--- src/rtl/core/erma_pkg.sv ---
// ----------------------------------------------------------------------------
// erma_pkg
// Shared types and constants of the edge reset moving average filter.
// ----------------------------------------------------------------------------
package erma_pkg;

	localparam int SAMPLE_BITS = 12;
	localparam int THRESH_BITS = 12;
	localparam int CAPLEN_BITS = 16;
	localparam int CFG_DATA_BITS = 16;

	localparam logic [THRESH_BITS-1:0] THRESH_RESET = 12'd600;
	localparam logic [CAPLEN_BITS-1:0] CAPLEN_RESET = 16'd1024;

	// queue depths between front and back, and at the result side
	localparam int CMD_DEPTH = 4;
	localparam int OUT_DEPTH = 4;
	localparam int OUT_LVL_W = $clog2(OUT_DEPTH + 1);

	typedef enum logic [0:0] {
		CFG_EDGE_THRESHOLD = 1'b0,
		CFG_CAPTURE_LENGTH = 1'b1
	} cfg_index_t;

	typedef enum logic [1:0] {
		PH_IDLE  = 2'd0,
		PH_PRIME = 2'd1,
		PH_RUN   = 2'd2
	} phase_t;

	typedef enum logic [0:0] {
		CMD_PRIME = 1'b0,
		CMD_RUN   = 1'b1
	} cmd_kind_t;

	typedef struct packed {
		logic [SAMPLE_BITS-1:0] sample;
		logic                   start_capture;
	} in_item_t;

	typedef struct packed {
		logic [SAMPLE_BITS-1:0] filtered_value;
		logic                   edge_seen;
		logic                   capture_done;
	} out_item_t;

	typedef struct packed {
		logic [SAMPLE_BITS-1:0] sample;
		cmd_kind_t              kind;
		logic                   first;
		logic                   done;
	} cmd_t;

	typedef struct packed {
		logic cmd_pop;
		logic res_push;
	} back_stat_t;

endpackage

--- src/rtl/core/edge_reset_moving_average.sv ---
// ----------------------------------------------------------------------------
// edge_reset_moving_average
// Moving average over WINDOW samples with a step detector that snaps the
// window to a new level, counted captures and queue style ports.
// ----------------------------------------------------------------------------
//  channel   handshake              payload
//  input     push / full            item   (sample, start_capture)
//  result    pop / empty            result (filtered_value, edge_seen, capture_done)
//  config    cfg_valid / cfg_ready  cfg_index, cfg_data
//
//  one sample per cycle sustained while full stays low; a result reaches the ports
//  through the command queue, the back part's registers and the result queue.
//  the running sum update with the step test is a loop through one register, the sum.
//  reset clears phase, counters, sum and queues; history is written by priming.
//  a stalled result side fills the result queue, then the command queue,
//  and only then raises full.
// ----------------------------------------------------------------------------
module edge_reset_moving_average #(
	parameter int WINDOW = 16
) (
	input  logic                                  clk,
	input  logic                                  arst_n,
	input  logic                                  push,
	output logic                                  full,
	input  erma_pkg::in_item_t                    item,
	input  logic                                  pop,
	output logic                                  empty,
	output erma_pkg::out_item_t                   result,
	input  logic                                  cfg_valid,
	output logic                                  cfg_ready,
	input  erma_pkg::cfg_index_t                  cfg_index,
	input  logic [erma_pkg::CFG_DATA_BITS-1:0]    cfg_data
);

	localparam int CMD_LVL_W = $clog2(erma_pkg::CMD_DEPTH + 1);

	logic [erma_pkg::THRESH_BITS-1:0] thresh_q;
	logic [erma_pkg::CAPLEN_BITS-1:0] caplen_q;
	logic                             take;
	logic                             cmd_push;
	erma_pkg::cmd_t                   cmd_in;
	erma_pkg::cmd_t                   cmd_head;
	logic                             cmd_full;
	logic                             cmd_empty;
	logic [CMD_LVL_W-1:0]             cmd_level;
	erma_pkg::back_stat_t             back_stat;
	erma_pkg::out_item_t              back_res;
	logic                             out_full;
	logic [erma_pkg::OUT_LVL_W-1:0]   out_level;

	assign cfg_ready = 1'b1;
	assign full      = cmd_full;
	assign take      = push && !cmd_full;

	always_ff @(posedge clk or negedge arst_n) begin
		if (!arst_n) begin
			thresh_q <= erma_pkg::THRESH_RESET;
			caplen_q <= erma_pkg::CAPLEN_RESET;
		end else if (cfg_valid && cfg_ready) begin
			unique case (cfg_index)
				erma_pkg::CFG_EDGE_THRESHOLD: thresh_q <= cfg_data[erma_pkg::THRESH_BITS-1:0];
				erma_pkg::CFG_CAPTURE_LENGTH: caplen_q <= cfg_data[erma_pkg::CAPLEN_BITS-1:0];
				default: thresh_q <= thresh_q;
			endcase
		end
	end

	erma_front #(
		.WINDOW(WINDOW)
	) u_front (
		.clk            (clk),
		.arst_n         (arst_n),
		.take           (take),
		.item           (item),
		.capture_length (caplen_q),
		.cmd_push       (cmd_push),
		.cmd            (cmd_in)
	);

	erma_fifo #(
		.WIDTH($bits(erma_pkg::cmd_t)),
		.DEPTH(erma_pkg::CMD_DEPTH)
	) u_cmd_fifo (
		.clk     (clk),
		.arst_n  (arst_n),
		.wr_en   (cmd_push),
		.wr_data (cmd_in),
		.rd_en   (back_stat.cmd_pop),
		.rd_data (cmd_head),
		.full    (cmd_full),
		.empty   (cmd_empty),
		.level   (cmd_level)
	);

	erma_back #(
		.WINDOW(WINDOW)
	) u_back (
		.clk            (clk),
		.arst_n         (arst_n),
		.cmd            (cmd_head),
		.cmd_empty      (cmd_empty),
		.edge_threshold (thresh_q),
		.out_level      (out_level),
		.stat           (back_stat),
		.res            (back_res)
	);

	erma_fifo #(
		.WIDTH($bits(erma_pkg::out_item_t)),
		.DEPTH(erma_pkg::OUT_DEPTH)
	) u_out_fifo (
		.clk     (clk),
		.arst_n  (arst_n),
		.wr_en   (back_stat.res_push),
		.wr_data (back_res),
		.rd_en   (pop),
		.rd_data (result),
		.full    (out_full),
		.empty   (empty),
		.level   (out_level)
	);

`ifndef SYNTHESIS
	// a result never meets a full result queue
	a_no_res_overflow: assert property (@(posedge clk) disable iff (!arst_n)
		back_stat.res_push |-> !out_full)
		else $error("result pushed into full queue");

	// every run command taken by the back part yields one result next cycle
	a_run_gives_result: assert property (@(posedge clk) disable iff (!arst_n)
		(back_stat.cmd_pop && cmd_head.kind == erma_pkg::CMD_RUN) |=> back_stat.res_push)
		else $error("run command lost its result");

	// the back part only pops a waiting command
	a_pop_nonempty: assert property (@(posedge clk) disable iff (!arst_n)
		back_stat.cmd_pop |-> (cmd_level != '0))
		else $error("command popped from empty queue");
`endif

endmodule

--- src/rtl/core/erma_fifo.sv ---
// ----------------------------------------------------------------------------
// erma_fifo
// Small register based first-in first-out queue with fill level.
// ----------------------------------------------------------------------------
module erma_fifo #(
	parameter int WIDTH = 8,
	parameter int DEPTH = 4
) (
	input  logic                         clk,
	input  logic                         arst_n,
	input  logic                         wr_en,
	input  logic [WIDTH-1:0]             wr_data,
	input  logic                         rd_en,
	output logic [WIDTH-1:0]             rd_data,
	output logic                         full,
	output logic                         empty,
	output logic [$clog2(DEPTH+1)-1:0]   level
);

	localparam int PTR_W = $clog2(DEPTH);
	localparam int LVL_W = $clog2(DEPTH + 1);

	logic [WIDTH-1:0] mem_q [DEPTH];
	logic [PTR_W-1:0] wr_ptr_q;
	logic [PTR_W-1:0] rd_ptr_q;
	logic [LVL_W-1:0] level_q;
	logic             do_wr;
	logic             do_rd;

	assign full  = (level_q == LVL_W'(DEPTH));
	assign empty = (level_q == '0);
	assign level = level_q;
	assign do_wr = wr_en && !full;
	assign do_rd = rd_en && !empty;
	assign rd_data = mem_q[rd_ptr_q];

	always_ff @(posedge clk or negedge arst_n) begin
		if (!arst_n) begin
			wr_ptr_q <= '0;
			rd_ptr_q <= '0;
			level_q  <= '0;
		end else begin
			if (do_wr) begin
				wr_ptr_q <= (wr_ptr_q == PTR_W'(DEPTH - 1)) ? '0 : wr_ptr_q + 1'b1;
			end
			if (do_rd) begin
				rd_ptr_q <= (rd_ptr_q == PTR_W'(DEPTH - 1)) ? '0 : rd_ptr_q + 1'b1;
			end
			if (do_wr && !do_rd) begin
				level_q <= level_q + 1'b1;
			end else if (do_rd && !do_wr) begin
				level_q <= level_q - 1'b1;
			end
		end
	end

	always_ff @(posedge clk) begin
		if (do_wr) begin
			mem_q[wr_ptr_q] <= wr_data;
		end
	end

endmodule

--- src/rtl/core/erma_front.sv ---
// ----------------------------------------------------------------------------
// erma_front
// Accepts samples, tracks capture phase and counts, and issues commands.
// ----------------------------------------------------------------------------
module erma_front #(
	parameter int WINDOW = 16
) (
	input  logic                                clk,
	input  logic                                arst_n,
	input  logic                                take,
	input  erma_pkg::in_item_t                  item,
	input  logic [erma_pkg::CAPLEN_BITS-1:0]    capture_length,
	output logic                                cmd_push,
	output erma_pkg::cmd_t                      cmd
);

	localparam int CNT_W = $clog2(WINDOW + 1);

	erma_pkg::phase_t                   phase_q;
	erma_pkg::phase_t                   phase_d;
	logic [CNT_W-1:0]                   prime_cnt_q;
	logic [CNT_W-1:0]                   prime_inc;
	logic [erma_pkg::CAPLEN_BITS-1:0]   results_q;
	logic [erma_pkg::CAPLEN_BITS-1:0]   results_inc;

	assign prime_inc   = prime_cnt_q + 1'b1;
	assign results_inc = results_q + 1'b1;

	// next state
	always_comb begin
		phase_d = phase_q;
		if (take) begin
			if (item.start_capture) begin
				phase_d = erma_pkg::PH_PRIME;
			end else begin
				unique case (phase_q)
					erma_pkg::PH_IDLE: begin
						phase_d = erma_pkg::PH_IDLE;
					end
					erma_pkg::PH_PRIME: begin
						if (prime_inc == CNT_W'(WINDOW)) begin
							phase_d = erma_pkg::PH_RUN;
						end
					end
					erma_pkg::PH_RUN: begin
						if (results_inc == capture_length) begin
							phase_d = erma_pkg::PH_IDLE;
						end
					end
					default: begin
						phase_d = erma_pkg::PH_IDLE;
					end
				endcase
			end
		end
	end

	// command to the back part
	always_comb begin
		cmd_push   = take && (item.start_capture || phase_q != erma_pkg::PH_IDLE);
		cmd.sample = item.sample;
		cmd.kind   = (item.start_capture || phase_q == erma_pkg::PH_PRIME)
			? erma_pkg::CMD_PRIME : erma_pkg::CMD_RUN;
		cmd.first  = item.start_capture;
		cmd.done   = (results_inc == capture_length);
	end

	always_ff @(posedge clk or negedge arst_n) begin
		if (!arst_n) begin
			phase_q     <= erma_pkg::PH_IDLE;
			prime_cnt_q <= '0;
			results_q   <= '0;
		end else begin
			phase_q <= phase_d;
			if (take) begin
				if (item.start_capture) begin
					prime_cnt_q <= CNT_W'(1);
					results_q   <= '0;
				end else if (phase_q == erma_pkg::PH_PRIME) begin
					prime_cnt_q <= prime_inc;
				end else if (phase_q == erma_pkg::PH_RUN) begin
					results_q <= results_inc;
				end
			end
		end
	end

endmodule

--- src/rtl/core/erma_back.sv ---
// ----------------------------------------------------------------------------
// erma_back
// Carries out commands: history ring, running sum, step detect, averaging.
// ----------------------------------------------------------------------------
module erma_back #(
	parameter int WINDOW = 16
) (
	input  logic                                clk,
	input  logic                                arst_n,
	input  erma_pkg::cmd_t                      cmd,
	input  logic                                cmd_empty,
	input  logic [erma_pkg::THRESH_BITS-1:0]    edge_threshold,
	input  logic [erma_pkg::OUT_LVL_W-1:0]      out_level,
	output erma_pkg::back_stat_t                stat,
	output erma_pkg::out_item_t                 res
);

	localparam int SB    = erma_pkg::SAMPLE_BITS;
	localparam int LW    = erma_pkg::OUT_LVL_W;
	localparam int IDX_W = $clog2(WINDOW);
	localparam int SUM_W = $clog2(WINDOW * ((1 << SB) - 1) + 1);
	localparam int SH    = SUM_W + IDX_W;
	localparam int PROD_W = 2 * SUM_W + 1;
	// exact reciprocal for every sum below 2**SUM_W
	localparam longint unsigned RECIP = ((64'd1 << SH) + WINDOW - 1) / WINDOW;

	logic [SB-1:0]     hist_mem [WINDOW];
	logic [WINDOW-1:0] valid_q;
	logic [WINDOW-1:0] valid_d;
	logic [IDX_W-1:0]  wpos_q;
	logic [IDX_W-1:0]  wpos_d;
	logic [IDX_W-1:0]  waddr;
	logic [SUM_W-1:0]  sum_q;
	logic [SUM_W-1:0]  sum_d;
	logic [SUM_W-1:0]  snap_sum;
	logic [SB-1:0]     snap_q;
	logic [SB-1:0]     snap_d;
	logic [SB-1:0]     rd_data_q;
	logic              rd_valid_q;
	logic              res_v_s1;
	logic              edge_s1;
	logic              done_s1;
	logic [LW:0]       pending;
	logic              go;
	logic              we;
	logic              edge_hit;
	logic [PROD_W-1:0] prod;
	logic [SB-1:0]     avg;
	logic [SB-1:0]     old_val;
	logic [SB-1:0]     diff;

	// keep room for a result that is still on its way into the queue
	assign pending = {1'b0, out_level} + {{LW{1'b0}}, res_v_s1};
	assign go      = !cmd_empty && (pending < (LW + 1)'(erma_pkg::OUT_DEPTH));

	// average of the current sum, for the step test and for the result
	assign prod     = PROD_W'(sum_q) * PROD_W'(RECIP);
	assign avg      = prod[SH +: SB];
	assign old_val  = rd_valid_q ? rd_data_q : snap_q;
	assign diff     = (cmd.sample > avg) ? (cmd.sample - avg) : (avg - cmd.sample);
	assign edge_hit = go && (cmd.kind == erma_pkg::CMD_RUN) && (diff > edge_threshold);
	assign snap_sum = SUM_W'(int'(cmd.sample) * WINDOW);

	always_comb begin
		we      = 1'b0;
		waddr   = wpos_q;
		wpos_d  = wpos_q;
		sum_d   = sum_q;
		snap_d  = snap_q;
		valid_d = valid_q;
		if (go) begin
			unique case (cmd.kind)
				erma_pkg::CMD_PRIME: begin
					waddr = cmd.first ? '0 : wpos_q;
					we    = 1'b1;
					sum_d = cmd.first ? SUM_W'(cmd.sample) : sum_q + SUM_W'(cmd.sample);
					valid_d[waddr] = 1'b1;
					wpos_d = (waddr == IDX_W'(WINDOW - 1)) ? '0 : waddr + 1'b1;
				end
				erma_pkg::CMD_RUN: begin
					if (edge_hit) begin
						// whole window snaps to the sample, ring position kept
						valid_d = '0;
						snap_d  = cmd.sample;
						sum_d   = snap_sum;
					end else begin
						we    = 1'b1;
						sum_d = sum_q - SUM_W'(old_val) + SUM_W'(cmd.sample);
						valid_d[waddr] = 1'b1;
						wpos_d = (waddr == IDX_W'(WINDOW - 1)) ? '0 : waddr + 1'b1;
					end
				end
				default: begin
					we = 1'b0;
				end
			endcase
		end
	end

	always_ff @(posedge clk or negedge arst_n) begin
		if (!arst_n) begin
			valid_q    <= '0;
			wpos_q     <= '0;
			sum_q      <= '0;
			rd_valid_q <= 1'b0;
			res_v_s1   <= 1'b0;
		end else begin
			valid_q    <= valid_d;
			wpos_q     <= wpos_d;
			sum_q      <= sum_d;
			rd_valid_q <= valid_d[wpos_d];
			res_v_s1   <= go && (cmd.kind == erma_pkg::CMD_RUN);
		end
	end

	// history ring; the entry at the next position is prefetched every cycle
	always_ff @(posedge clk) begin
		if (we) begin
			hist_mem[waddr] <= cmd.sample;
		end
		rd_data_q <= hist_mem[wpos_d];
		snap_q    <= snap_d;
		edge_s1   <= edge_hit;
		done_s1   <= cmd.done;
	end

	assign stat.cmd_pop  = go;
	assign stat.res_push = res_v_s1;

	assign res.filtered_value = avg;
	assign res.edge_seen      = edge_s1;
	assign res.capture_done   = done_s1;

endmodule

--- config.mk ---
export PLATFORM = sky130hd
export DESIGN_NAME = edge_reset_moving_average
export DESIGN_NICKNAME = d
export VERILOG_FILES = /design/src/rtl/core/erma_pkg.sv /design/src/rtl/core/edge_reset_moving_average.sv /design/src/rtl/core/erma_fifo.sv /design/src/rtl/core/erma_front.sv /design/src/rtl/core/erma_back.sv
export SDC_FILE = /design/constraint.sdc
export NUM_CORES = 1
export LEC_CHECK = 0
export BUFFER_PORTS_ARGS = -buffer_cell sky130_fd_sc_hd__buf_2
export CORE_UTILIZATION = 63
export DETAILED_ROUTE_END_ITERATION = 12
export PLACE_DENSITY = 0.8
export SYNTH_ARGS = -nofsm -noshare
export SYNTH_HDL_FRONTEND = slang
export SYNTH_HIERARCHICAL = 1
export SYNTH_SLANG_ARGS = --single-unit
--- constraint.sdc ---
create_clock -name clk -period 7.5 [get_ports clk]
set_input_delay 1.5 -clock clk [delete_from_list [all_inputs] [get_ports clk]]
set_output_delay 1.5 -clock clk [all_outputs]
set_load 0.03 [all_outputs]
# Yosys cells after proc, flatten, opt, wreduce, memory -nomap -nowiden
# Memory sizes are Yosys's and may differ from the RTL's. A register that Yosys moved wholly into a read port is not among the register bits.
# Cells that the tools add are included.
[word_totals]
regBits = 117
latch_bits = 0
mem_bits_rw = 308
mem_bits_ro = 0
out_inout_bits = 17
word_cells = 154
n_memories = 3
[memory_table]
columns = ["name", "depth", "width", "rd", "rd_ports_with_merged_regs", "write_ports", "line_no", "text"]
rows = [
  ["u_back.hist_mem", 16, 12, 1, 1, 1, "erma_back.sv:27", "logic [SB-1:0] hist_mem [WINDOW];"],
  ["u_cmd_fifo.mem_q", 4, 15, 1, 0, 1, "erma_fifo.sv:23", "logic [WIDTH-1:0] mem_q [DEPTH];"],
  ["u_out_fifo.mem_q", 4, 14, 1, 0, 1, "erma_fifo.sv:23", ""],
]
[classes]
addsub = 18
n_mul = 0
n_div = 0
order_cmp = 8
eq_ne = 15
shift = 0
mux = 49
bitwise_logic = 4
n_reduce_logical = 38
[ops]
columns = ["operator", "n"]
rows = [
  ["$mux W16", 7],
  ["$pmux W16 S2", 2],
  ["$add A16 B12 Y16", 2],
  ["$or A16 B16 Y16", 2],
  ["$mux W4", 7],
  ["$gt A12 B12 Y1", 2],
  ["$mux W12", 2],
  ["$sub A12 B12 Y12", 2],
  ["$add A16 B1 Y16 const B", 1],
  ["$eq A16 B16 Y1", 1],
  ["$sub A16 B12 Y16", 1],
  ["$logic_and A1 B1 Y1", 15],
  ["$lt A4 B5 Y1 const B", 3],
  ["$mux W2", 7],
  ["$mux W1", 12],
  ["$mux W3", 4],
  ["$eq A2 B2 Y1 const B", 5],
  ["$mux W5", 2],
  ["$reduce_bool A2 Y1", 5],
  ["$reduce_and A3 Y1", 3],
  ["$add A2 B1 Y2 const B", 4],
  ["$add A4 B1 Y4 const B", 2],
  ["$demux W1 S4", 2],
  ["$eq A4 B4 Y1 const B", 2],
  ["20 further kinds", 37],
]

# Depth between registers and ports, before layout
# Gate-level depths: netlist of run 1.
# An unclocked memory read counts as a cell.
[depth]
depth_word = 11
ltp_mapped = 32

# Hierarchy
# Netlist of run 1, hierarchy kept.
[by_module_without_submodules]
columns = ["mod", "instances", "cells_each", "area_each_um2"]
rows = [
  ["erma_back", 1, 1159, 13929.6],
  ["erma_fifo at u_cmd_fifo", 1, 116, 2610.0],
  ["erma_fifo at u_out_fifo", 1, 110, 2481.1],
  ["erma_front", 1, 225, 1835.5],
  ["edge_reset_moving_average", 1, 65, 1076.0],
]

# Least setup slack after synthesis of run 1
# Ideal clock, no wire load.
[synth_path]
kind = "register to register"
startpoint = "register u_cmd_fifo.rd_ptr_q[0]"
endpoint = "memory u_back/hist_mem[0][0] (netlist name) (enable)"
arrival_ns = 6.532
setup_slack_ns = 0.567
stages_incl_launch_ff = 27
period_less_slack_ns = 6.933
cell_sequence = "dfrtp_1 > buf_4 > buf_4 > mux4_2 > inv_1 > ha_1 > clkbuf_1 > nand2_1 > or4_1 > nor3_1 > a21oi_1 > clkbuf_1 > nand3_1 > o21ai_0 > a31oi_1 > nand2_1 > a221oi_1 > xnor2_1 > ha_1 > a21oi_1 > a21boi_0 > o41ai_4 > inv_4 > clkbuf_1 > buf_2 > buf_1 > a211oi_1"
[synth_lines]
columns = ["element", "line_no", "text"]
rows = [
  ["start: declaration", "erma_fifo.sv:25", "logic [PTR_W-1:0] rd_ptr_q;"],
  ["start signal: assignment", "erma_fifo.sv:47", "rd_ptr_q <= (rd_ptr_q == PTR_W'(DEPTH - 1)) ? '0 : rd_ptr_q + 1'b1;"],
  ["end: declaration", "erma_back.sv:27", ""],
]

==> results by group, run 1 <==
Critical path
  • Startpoint type of the worst setup path: flop
  • Data arrival time of the critical path: approximately 7.5 ns
  • Path type of the worst setup path: flop to flop
  • Reg2reg setup slack: between 0.5 and 0.6 ns
  • Cell with the most instances on the worst path: sky130_fd_sc_hd__buf_4
  • CP Max Fanout: 15
  • Capturing element type of the critical path: flop
  • Cell type of the slowest stage on the worst timing path: sky130_fd_sc_hd__mux4_2
  • Data required, critical path: 7.95 ns
  • Delay of the slowest critical-path stage: 0.56 ns

Synth
  • Cell accounting for the most synthesized area: sky130_fd_sc_hd__edfxtp_1
  • Number of instances in the synthesized netlist: around 1700
  • Number of synthesized flops with an enable pin: 320
  • Area contributors post-synth: sky130_fd_sc_hd__edfxtp_1, sky130_fd_sc_hd__dfrtp_1, sky130_fd_sc_hd__mux2i_1
  • Syn Nets: 1814
  • Ranking of synthesized cells by instance count: sky130_fd_sc_hd__edfxtp_1, sky130_fd_sc_hd__mux2i_1, sky130_fd_sc_hd__dfrtp_1, sky130_fd_sc_hd__inv_1, sky130_fd_sc_hd__a21oi_1
  • Proportion of netlist area held by the largest area contributor: 43.8%
  • Most numerous cell in the Yosys netlist: sky130_fd_sc_hd__edfxtp_1
  • Yosys Warn Count: 6
  • Mapped Avg Cell Area: 13.1 sq um
  • Fraction of registers with async set or reset after synthesis: a little under a quarter
  • Netlist area before placement: approximately 22000 sq um
  • Yosys cell types: 87
  • Proportion of synthesized chip area in sequential cells: between 50% and 60%
  • Register bit total from synthesis: approximately 440
  • Dominant synthesized flop cell: sky130_fd_sc_hd__edfxtp_1

Floorplan
  • Number of core rows: 67
  • Chip Height: about 190 um
  • IO Pins: 52
  • Die area: 35600 sq um
  • Core region area: 33900 sq um
  • Initial Util: about 65%
  • Chip width: about 190 um

Finish
  • Multi-input combinational cell area: 8450 sq um
  • Fin nets: between 1500 and 2000
  • Fraction of layout instances using a drive strength above 1: around 17%
  • Register area: between 10000 and 15000 sq um
  • Non-filler cells in the finished layout: 2211
  • Layout-stage area growth over the synthesis result: 9.95%
  • Fill cell total of the finished layout: 2241

CTS
  • Total clock sinks: roughly 440
  • CTS tree: yes
  • CTS clock-pin slew for the worst setup and hold paths: about 0.070 ns
  • Insertion delay of the later-clocked pin in the worst-skew pair: about 0.57 ns
  • Number of buffers created by CTS: between 40 and 50
  • H-Tree Depth: 2
  • Root buffer cell: sky130_fd_sc_hd__clkbuf_16
  • Maximum number of buffers from clock root to sink: 3

Worst hold path
  • Class of the tightest hold or removal check: flop to flop

STA
  • RSZ-0062 raised after global routing: yes
  • Least-Margin Pin Slew: approximately 1 ns
  • Final Hold Violating Endpoints: 0
  • Upper clock frequency limit: 143 MHz
  • Setup skew after layout: approximately 0.029 ns
  • Post-route fraction of the period consumed by the critical path: between 90% and 100%
  • Number of setup violations in the final report: 0
  • Max-Slew Margin vs Limit: 32.4%
  • Summed negative setup slack over all endpoints: 0 ns
  • Final number of max-transition violations: 0
  • Final period demand of the worst path: about 7 ns

Route
  • Via count: 14000
  • Count of nets left with antenna violations after detail routing: 0
  • Number of design rule violations left after detail routing: 0
  • Vias per cell: approximately 6.3
  • Aggregate routed wire length: approximately 50000 um
  • Detailed router's first-iteration violation count: between 1000 and 1500
  • Detailed-routing iteration count for the pre-antenna-repair pass: 6
  • Drt wl/cell: approximately 23 um

GRT
  • Residual overflow from global routing: 0
  • Maximum number of pins on one net before global-route repair: between 70 and 80
  • Global-route usage over all layers: 28.6%
  • Wire length of the first global-routing pass: roughly 78000 um
  • Vias in the first global route: ~14000
  • Number of antenna violations at the first check in global routing: 0

Placement
  • Placed Instances: roughly 2100
  • Routability cong.: a little over 0.9
  • Number of buffers inserted by port buffering: 50
  • Post-detail-place hpwl: 33500 um

Outcome
  • Run status: finished, final reports clean

Run
  • Maximum capacitance violations: 0
## flip-flops by register name (all words and copies together), names as in the netlist, 2 cells and up
register / count
u_cmd_fifo/wr_ptr_q: 2
thresh_q: 12
u_front/prime_cnt_q: 5
u_out_fifo/rd_ptr_q: 2
u_back/valid_q: 16
u_out_fifo/level: 3
u_front/phase_q: 2
u_cmd_fifo/rd_ptr_q: 2
u_back/wpos_q: 4
u_front/results_q: 16
caplen_q: 16
u_back/hist_mem: 192
u_out_fifo/mem_q: 56
u_cmd_fifo/level: 3
u_back/rd_data_q: 12
u_cmd_fifo/mem_q: 60
u_back/snap_q: 12
u_back/sum_q: 16
u_out_fifo/wr_ptr_q: 2
## final timing paths
path                                                         start                               end  depth (start not counted)
worst min-delay path                        u_back/done_s1$_DFF_P_  u_out_fifo/mem_q[0][0]$_DFFE_PP_                          0
min in group asynchronous                                   arst_n      u_back/sum_q[15]$_DFFE_PN0P_                          1
worst min register to register              u_back/done_s1$_DFF_P_  u_out_fifo/mem_q[0][0]$_DFFE_PP_                          0
worst max-delay path            u_cmd_fifo/rd_ptr_q[0]$_DFFE_PN0P_      u_back/rd_data_q[11]$_DFF_P_                         29
worst max register to register  u_cmd_fifo/rd_ptr_q[0]$_DFFE_PN0P_      u_back/rd_data_q[11]$_DFF_P_                         29
max in group asynchronous                                   arst_n           thresh_q[2]$_DFFE_PN0P_                          2
## per-layer routing
layer / global-route usage, % / routed length, um
met5: 0 / 23
met4: 9.62 / 1530
met3: 5.55 / 4380
met2: 46.3 / 23900
met1: 39.0 / 20500
## per-stage QoR
step | area [sq um] | setup WS, ns | utilization (%) | hold WS, ns
2_1_floorplan | 21900 | 0.567 | - | 0.470
3_3_place_gp | 22600 | 0.340 | 66.7 | 0.456
3_5_place_dp | 22600 | 0.114 | 66.7 | 0.497
4_1_cts | 24000 | 0.0511 | 71.0 | 0.503
5_1_grt | 24100 | 0.0137 | 71.2 | 0.516
6_report | 24100 | 0.502 | 71.2 | 0.500
## cell families (layout without fill, tap and decap cells)
family	count (synthesis)	after routing	share of synthesized area [%]
adders and majority gates	104	104	6.51
muxes	209	209	11.6
DFF	437	437	56.9
buffers and inverters	210	296	4.76
and+or+nand+nor	296	296	6.87
other	1	2	0.0171
AOI/OAI and AO/OA	361	362	11.1
xor gates and xnor gates	57	57	2.28
## critical path, delay by kind of cell (launching register included)
family | cells | cell delay (ns)
multiplexers | 5 | 1.39
AO/OA/AOI/OAI | 10 | 2.42
adder cells (fa/ha/maj) | 2 | 0.60
XOR/XNOR | 1 | 0.20
flip-flops | 1 | 0.35
AND/OR/NAND/NOR | 4 | 0.52
buffers and inverters | 7 | 1.40
## cell type report
cell class	count	area share, %
clock inverter	24	1.07
multi-input combinational	1029	35.0
antenna	1	0.0104
timing repair buffer	113	3.22
sequential	437	51.7
clock buffer	58	5.01
inverter	101	1.59
tap	448	2.32
## placed cells by master, fill, tap and decap left out, types with 11 or more instances in the layout
| cell | Yosys | routed |
|---|---|---|
| sky130_fd_sc_hd__edfxtp_1 | 320 | 320 |
| sky130_fd_sc_hd__mux2i_1 | 118 | 118 |
| sky130_fd_sc_hd__inv_1 | 98 | 98 |
| sky130_fd_sc_hd__dfrtp_1 | 98 | 97 |
| sky130_fd_sc_hd__a21oi_1 | 92 | 92 |
| sky130_fd_sc_hd__ha_1 | 87 | 87 |
| sky130_fd_sc_hd__o21ai_0 | 82 | 82 |
| sky130_fd_sc_hd__nor2_1 | 80 | 80 |
| sky130_fd_sc_hd__buf_4 | 38 | 60 |
| sky130_fd_sc_hd__nand2_1 | 58 | 58 |
| sky130_fd_sc_hd__buf_2 | 22 | 49 |
| sky130_fd_sc_hd__mux2_2 | 47 | 47 |
| sky130_fd_sc_hd__a211oi_1 | 47 | 46 |
| sky130_fd_sc_hd__clkbuf_16 | 0 | 45 |
| sky130_fd_sc_hd__and2_1 | 35 | 35 |
| sky130_fd_sc_hd__xnor2_1 | 32 | 32 |
| sky130_fd_sc_hd__mux4_2 | 29 | 29 |
| sky130_fd_sc_hd__xor2_1 | 25 | 25 |
| sky130_fd_sc_hd__nor3_1 | 25 | 22 |
| sky130_fd_sc_hd__nand3_1 | 22 | 22 |
| sky130_fd_sc_hd__fa_1 | 17 | 17 |
| sky130_fd_sc_hd__nor2b_1 | 16 | 16 |
| sky130_fd_sc_hd__nand4_1 | 16 | 16 |
| sky130_fd_sc_hd__a21o_1 | 15 | 15 |
| sky130_fd_sc_hd__o21a_1 | 14 | 14 |
| sky130_fd_sc_hd__dfxtp_1 | 14 | 14 |
| sky130_fd_sc_hd__a211o_1 | 13 | 13 |
| sky130_fd_sc_hd__mux2_1 | 11 | 11 |
## timing repair
action,in CTS,in global routing
buffers inserted,0,7
hold buffers,0,0
endpoints found under the setup margin,0,12
gates resized for setup,0,4
Power of run 1 is left out: the tool's default activity adds up to more than one toggle a clock period on the data nets, which glitch-free logic cannot reach.
==> run 2: changes to the inputs <==
--- a/config.mk
+++ b/config.mk
@@ -6,9 +6,10 @@
 export NUM_CORES = 1
 export LEC_CHECK = 0
 export BUFFER_PORTS_ARGS = -buffer_cell sky130_fd_sc_hd__buf_2
-export CORE_UTILIZATION = 63
+export CORE_UTILIZATION = 65
+export CTS_BUF_LIST = sky130_fd_sc_hd__clkbuf_4 sky130_fd_sc_hd__clkbuf_8
 export DETAILED_ROUTE_END_ITERATION = 12
-export PLACE_DENSITY = 0.8
+export PLACE_DENSITY = 0.82
 export SYNTH_ARGS = -nofsm -noshare
 export SYNTH_HDL_FRONTEND = slang
 export SYNTH_HIERARCHICAL = 1
==> run 2 against run 1 <==
Compared with the run above: critical path depth down 3; routed wire length down 0.94%; clock skew up 0.012 ns; sequential share of layout area up 0.072 points; die area down 3.0%; global-route usage up 1.4 points; fmax down 0.92%; design area down 0.13%; count of clock-buffer cells in the layout up 41; setup slack worse by 0.065 ns; critical endpoint is now u_back/rd_data_q[1]$_DFF_P_.
==> results by group, run 2 (synthesis gave the netlist of run 1 again) <==
Outcome
  • Run status: finished, final reports clean

Placement
  • Number of buffers inserted by port buffering: 50
  • Post-detail-place hpwl: roughly 34000 um
  • Routability cong.: ~0.90

Finish
  • Layout-stage area growth over the synthesis result: 9.81%
  • Fraction of layout instances using a drive strength above 1: between 10% and 20%
  • Fin nets: 1883
  • Largest register by flop count: u_back/hist_mem
  • Most common library cell in the layout ignoring fill and taps: sky130_fd_sc_hd__edfxtp_1
  • Most used cells in the layout excluding fill and tap cells: sky130_fd_sc_hd__edfxtp_1, sky130_fd_sc_hd__mux2i_1, sky130_fd_sc_hd__inv_1, sky130_fd_sc_hd__dfrtp_1, sky130_fd_sc_hd__a21oi_1
  • Top flop regs: u_back/hist_mem (192), u_cmd_fifo/mem_q (60), u_out_fifo/mem_q (56)
  • Diode insertion count for antenna repair: 0
  • Largest register FFs: roughly 190

GRT
  • Maximum number of pins on one net before global-route repair: around 80
  • Vias in the first global route: around 14000
  • Wire length of the first global-routing pass: about 77000 um
  • Global-route usage over all layers: roughly 30%
  • Number of antenna violations at the first check in global routing: 0
  • Residual overflow from global routing: 0

Route
  • Aggregate routed wire length: 49800 um
  • Number of design rule violations left after detail routing: 0
  • Drt wl/cell: 22.2 um
  • Via count: 14100
  • Detailed-routing iteration count for the pre-antenna-repair pass: 5
  • Detailed router's first-iteration violation count: ~1400
  • Count of nets left with antenna violations after detail routing: 0
  • Vias per cell: between 6 and 7

Worst hold path
  • WHS Endpoint: u_out_fifo/mem_q[0][1]$_DFFE_PP_
  • Class of the tightest hold or removal check: flop to flop
  • Hold Crit Start: u_back/edge_s1$_DFF_P_
  • Worst hold path stage count: 0

Floorplan
  • Number of core rows: 66
  • Core region area: 32900 sq um
  • Chip Height: ~190 um
  • IO Pins: between 50 and 60
  • Chip width: 186 um
  • Die area: 34500 sq um
  • Initial Util: 66.7%

Critical path
  • Data required, critical path: roughly 8.0 ns
  • Delay of the slowest critical-path stage: approximately 0.54 ns
  • Reg2reg setup slack: approximately 0.44 ns
  • Startpoint type of the worst setup path: flop
  • Worst reg-to-reg path cell count: 26
  • Reg2Reg Capture Point: u_back/rd_data_q[1]$_DFF_P_
  • Path type of the worst setup path: flop to flop
  • Cell type of the slowest stage on the worst timing path: sky130_fd_sc_hd__mux4_2
  • CP Max Fanout: 23
  • Capturing element type of the critical path: flop
  • Launching point of the worst reg2reg path: u_cmd_fifo/rd_ptr_q[0]$_DFFE_PN0P_
  • Data arrival time of the critical path: roughly 7.6 ns

STA
  • Final period demand of the worst path: 7.06 ns
  • Setup skew after layout: slightly above 0.04 ns
  • Post-route fraction of the period consumed by the critical path: ~94%
  • Number of setup violations in the final report: 0
  • Final Hold Violating Endpoints: 0
  • Max-Slew Margin vs Limit: a little over a third
  • Upper clock frequency limit: 142 MHz
  • Final Hold Slack: ~0.5 ns
  • Summed negative setup slack over all endpoints: 0 ns
  • RSZ-0062 raised after global routing: no
  • Least-Margin Pin Slew: roughly 0.98 ns
  • Final number of max-transition violations: 0

CTS
  • Number of buffers created by CTS: about 70
  • Root buffer cell: sky130_fd_sc_hd__clkbuf_8
  • CTS tree: yes
  • H-Tree Depth: 3
  • Maximum number of buffers from clock root to sink: 3
  • Hold bufs inserted after CTS: 0
  • Insertion delay of the later-clocked pin in the worst-skew pair: around 0.64 ns
  • Total clock sinks: around 440
  • CTS clock-pin slew for the worst setup and hold paths: around 0.060 ns

Run
  • Maximum capacitance violations: 0
## run 2: changes by cell type in the layout (fill, tap and decap cells not counted), moves of 5 or more
cell | before | now
sky130_fd_sc_hd__clkbuf_16 | 45 | 0
sky130_fd_sc_hd__buf_4 | 60 | 50
sky130_fd_sc_hd__clkbuf_4 | 1 | 22
sky130_fd_sc_hd__clkbuf_8 | 3 | 77
sky130_fd_sc_hd__a2111oi_0 | 9 | 4
sky130_fd_sc_hd__clkbuf_1 | 9 | 0
sky130_fd_sc_hd__clkinv_1 | 5 | 11
## run 2: worst max path at each step
stage | slack, ns | from | end | cells past startpoint
6_report | 0.44 | u_cmd_fifo/rd_ptr_q[0]$_DFFE_PN0P_ | u_back/rd_data_q[1]$_DFF_P_ | 26
5_1_grt | 0.01 | u_cmd_fifo/rd_ptr_q[0]$_DFFE_PN0P_ | u_back/rd_data_q[1]$_DFF_P_ | 24
4_1_cts | 0.14 | u_cmd_fifo/rd_ptr_q[0]$_DFFE_PN0P_ | u_back/rd_data_q[4]$_DFF_P_ | 26
3_5_place_dp | -0.0007 | u_cmd_fifo/rd_ptr_q[0]$_DFFE_PN0P_ | u_back/rd_data_q[11]$_DFF_P_ | 27
3_3_place_gp | 0.11 | u_cmd_fifo/rd_ptr_q[0]$_DFFE_PN0P_ | u_back/rd_data_q[5]$_DFF_P_ | 26
2_1_floorplan | 0.57 | u_cmd_fifo/rd_ptr_q[0]$_DFFE_PN0P_ | u_back/hist_mem[0][0]$_DFFE_PP_ | 26
## run 2: critical path: cells and delay by family (launching register included)
kind	cells	cell delay, ns
mux	3	1.21
flops	1	0.50
buf+inv	5	1.17
compound gates	7	1.83
simple gates	8	1.56
fa+ha+maj	2	0.50
xor+xnor	1	0.15
## run 2: area by class of cell
cell class | instances | area, sq um
clock buffer | 99 | 1220
clock inverter | 33 | 256
fill | 2171 | 8780
inverter | 101 | 387
multi-input combinational | 1028 | 8470
sequential | 437 | 12500
tap | 442 | 553
timing repair buffer | 104 | 712
timing repair inverter | 1 | 7.51
## run 2: what timing repair did
item,4_1_cts,5_1_grt
setup buffers,3,1
pin swaps,1,0
gates resized for setup,1,18
setup endpoints to repair,5,13
gates cloned,0,1
## run 2: routing by layer
| metal | GRT usage (%) | share of wire, % | vias to the layer above |
|---|---|---|---|
| met3 | 5.85 | 8.4 | 107 |
| met1 | 40.3 | 41 | 6955 |
| met4 | 11.9 | 2.8 | 0 |
| li1 | - | - | 6376 |
| met2 | 48.2 | 48 | 649 |
| met5 | 0 | 0 | - |
## run 2: metrics by stage
step                std cells  setup slack [ns]  instance area (sq um)  util, %
floorplan                1675             0.567                  21900        -
global placement         2108             0.114                  22500     68.5
detailed placement       2108         -0.000707                  22500     68.5
CTS                      2243             0.135                  24000     73.1
global route             2245            0.0138                  24100     73.3
finish                   2245             0.437                  24100     73.3
Power of run 2 is left out for the same reason.
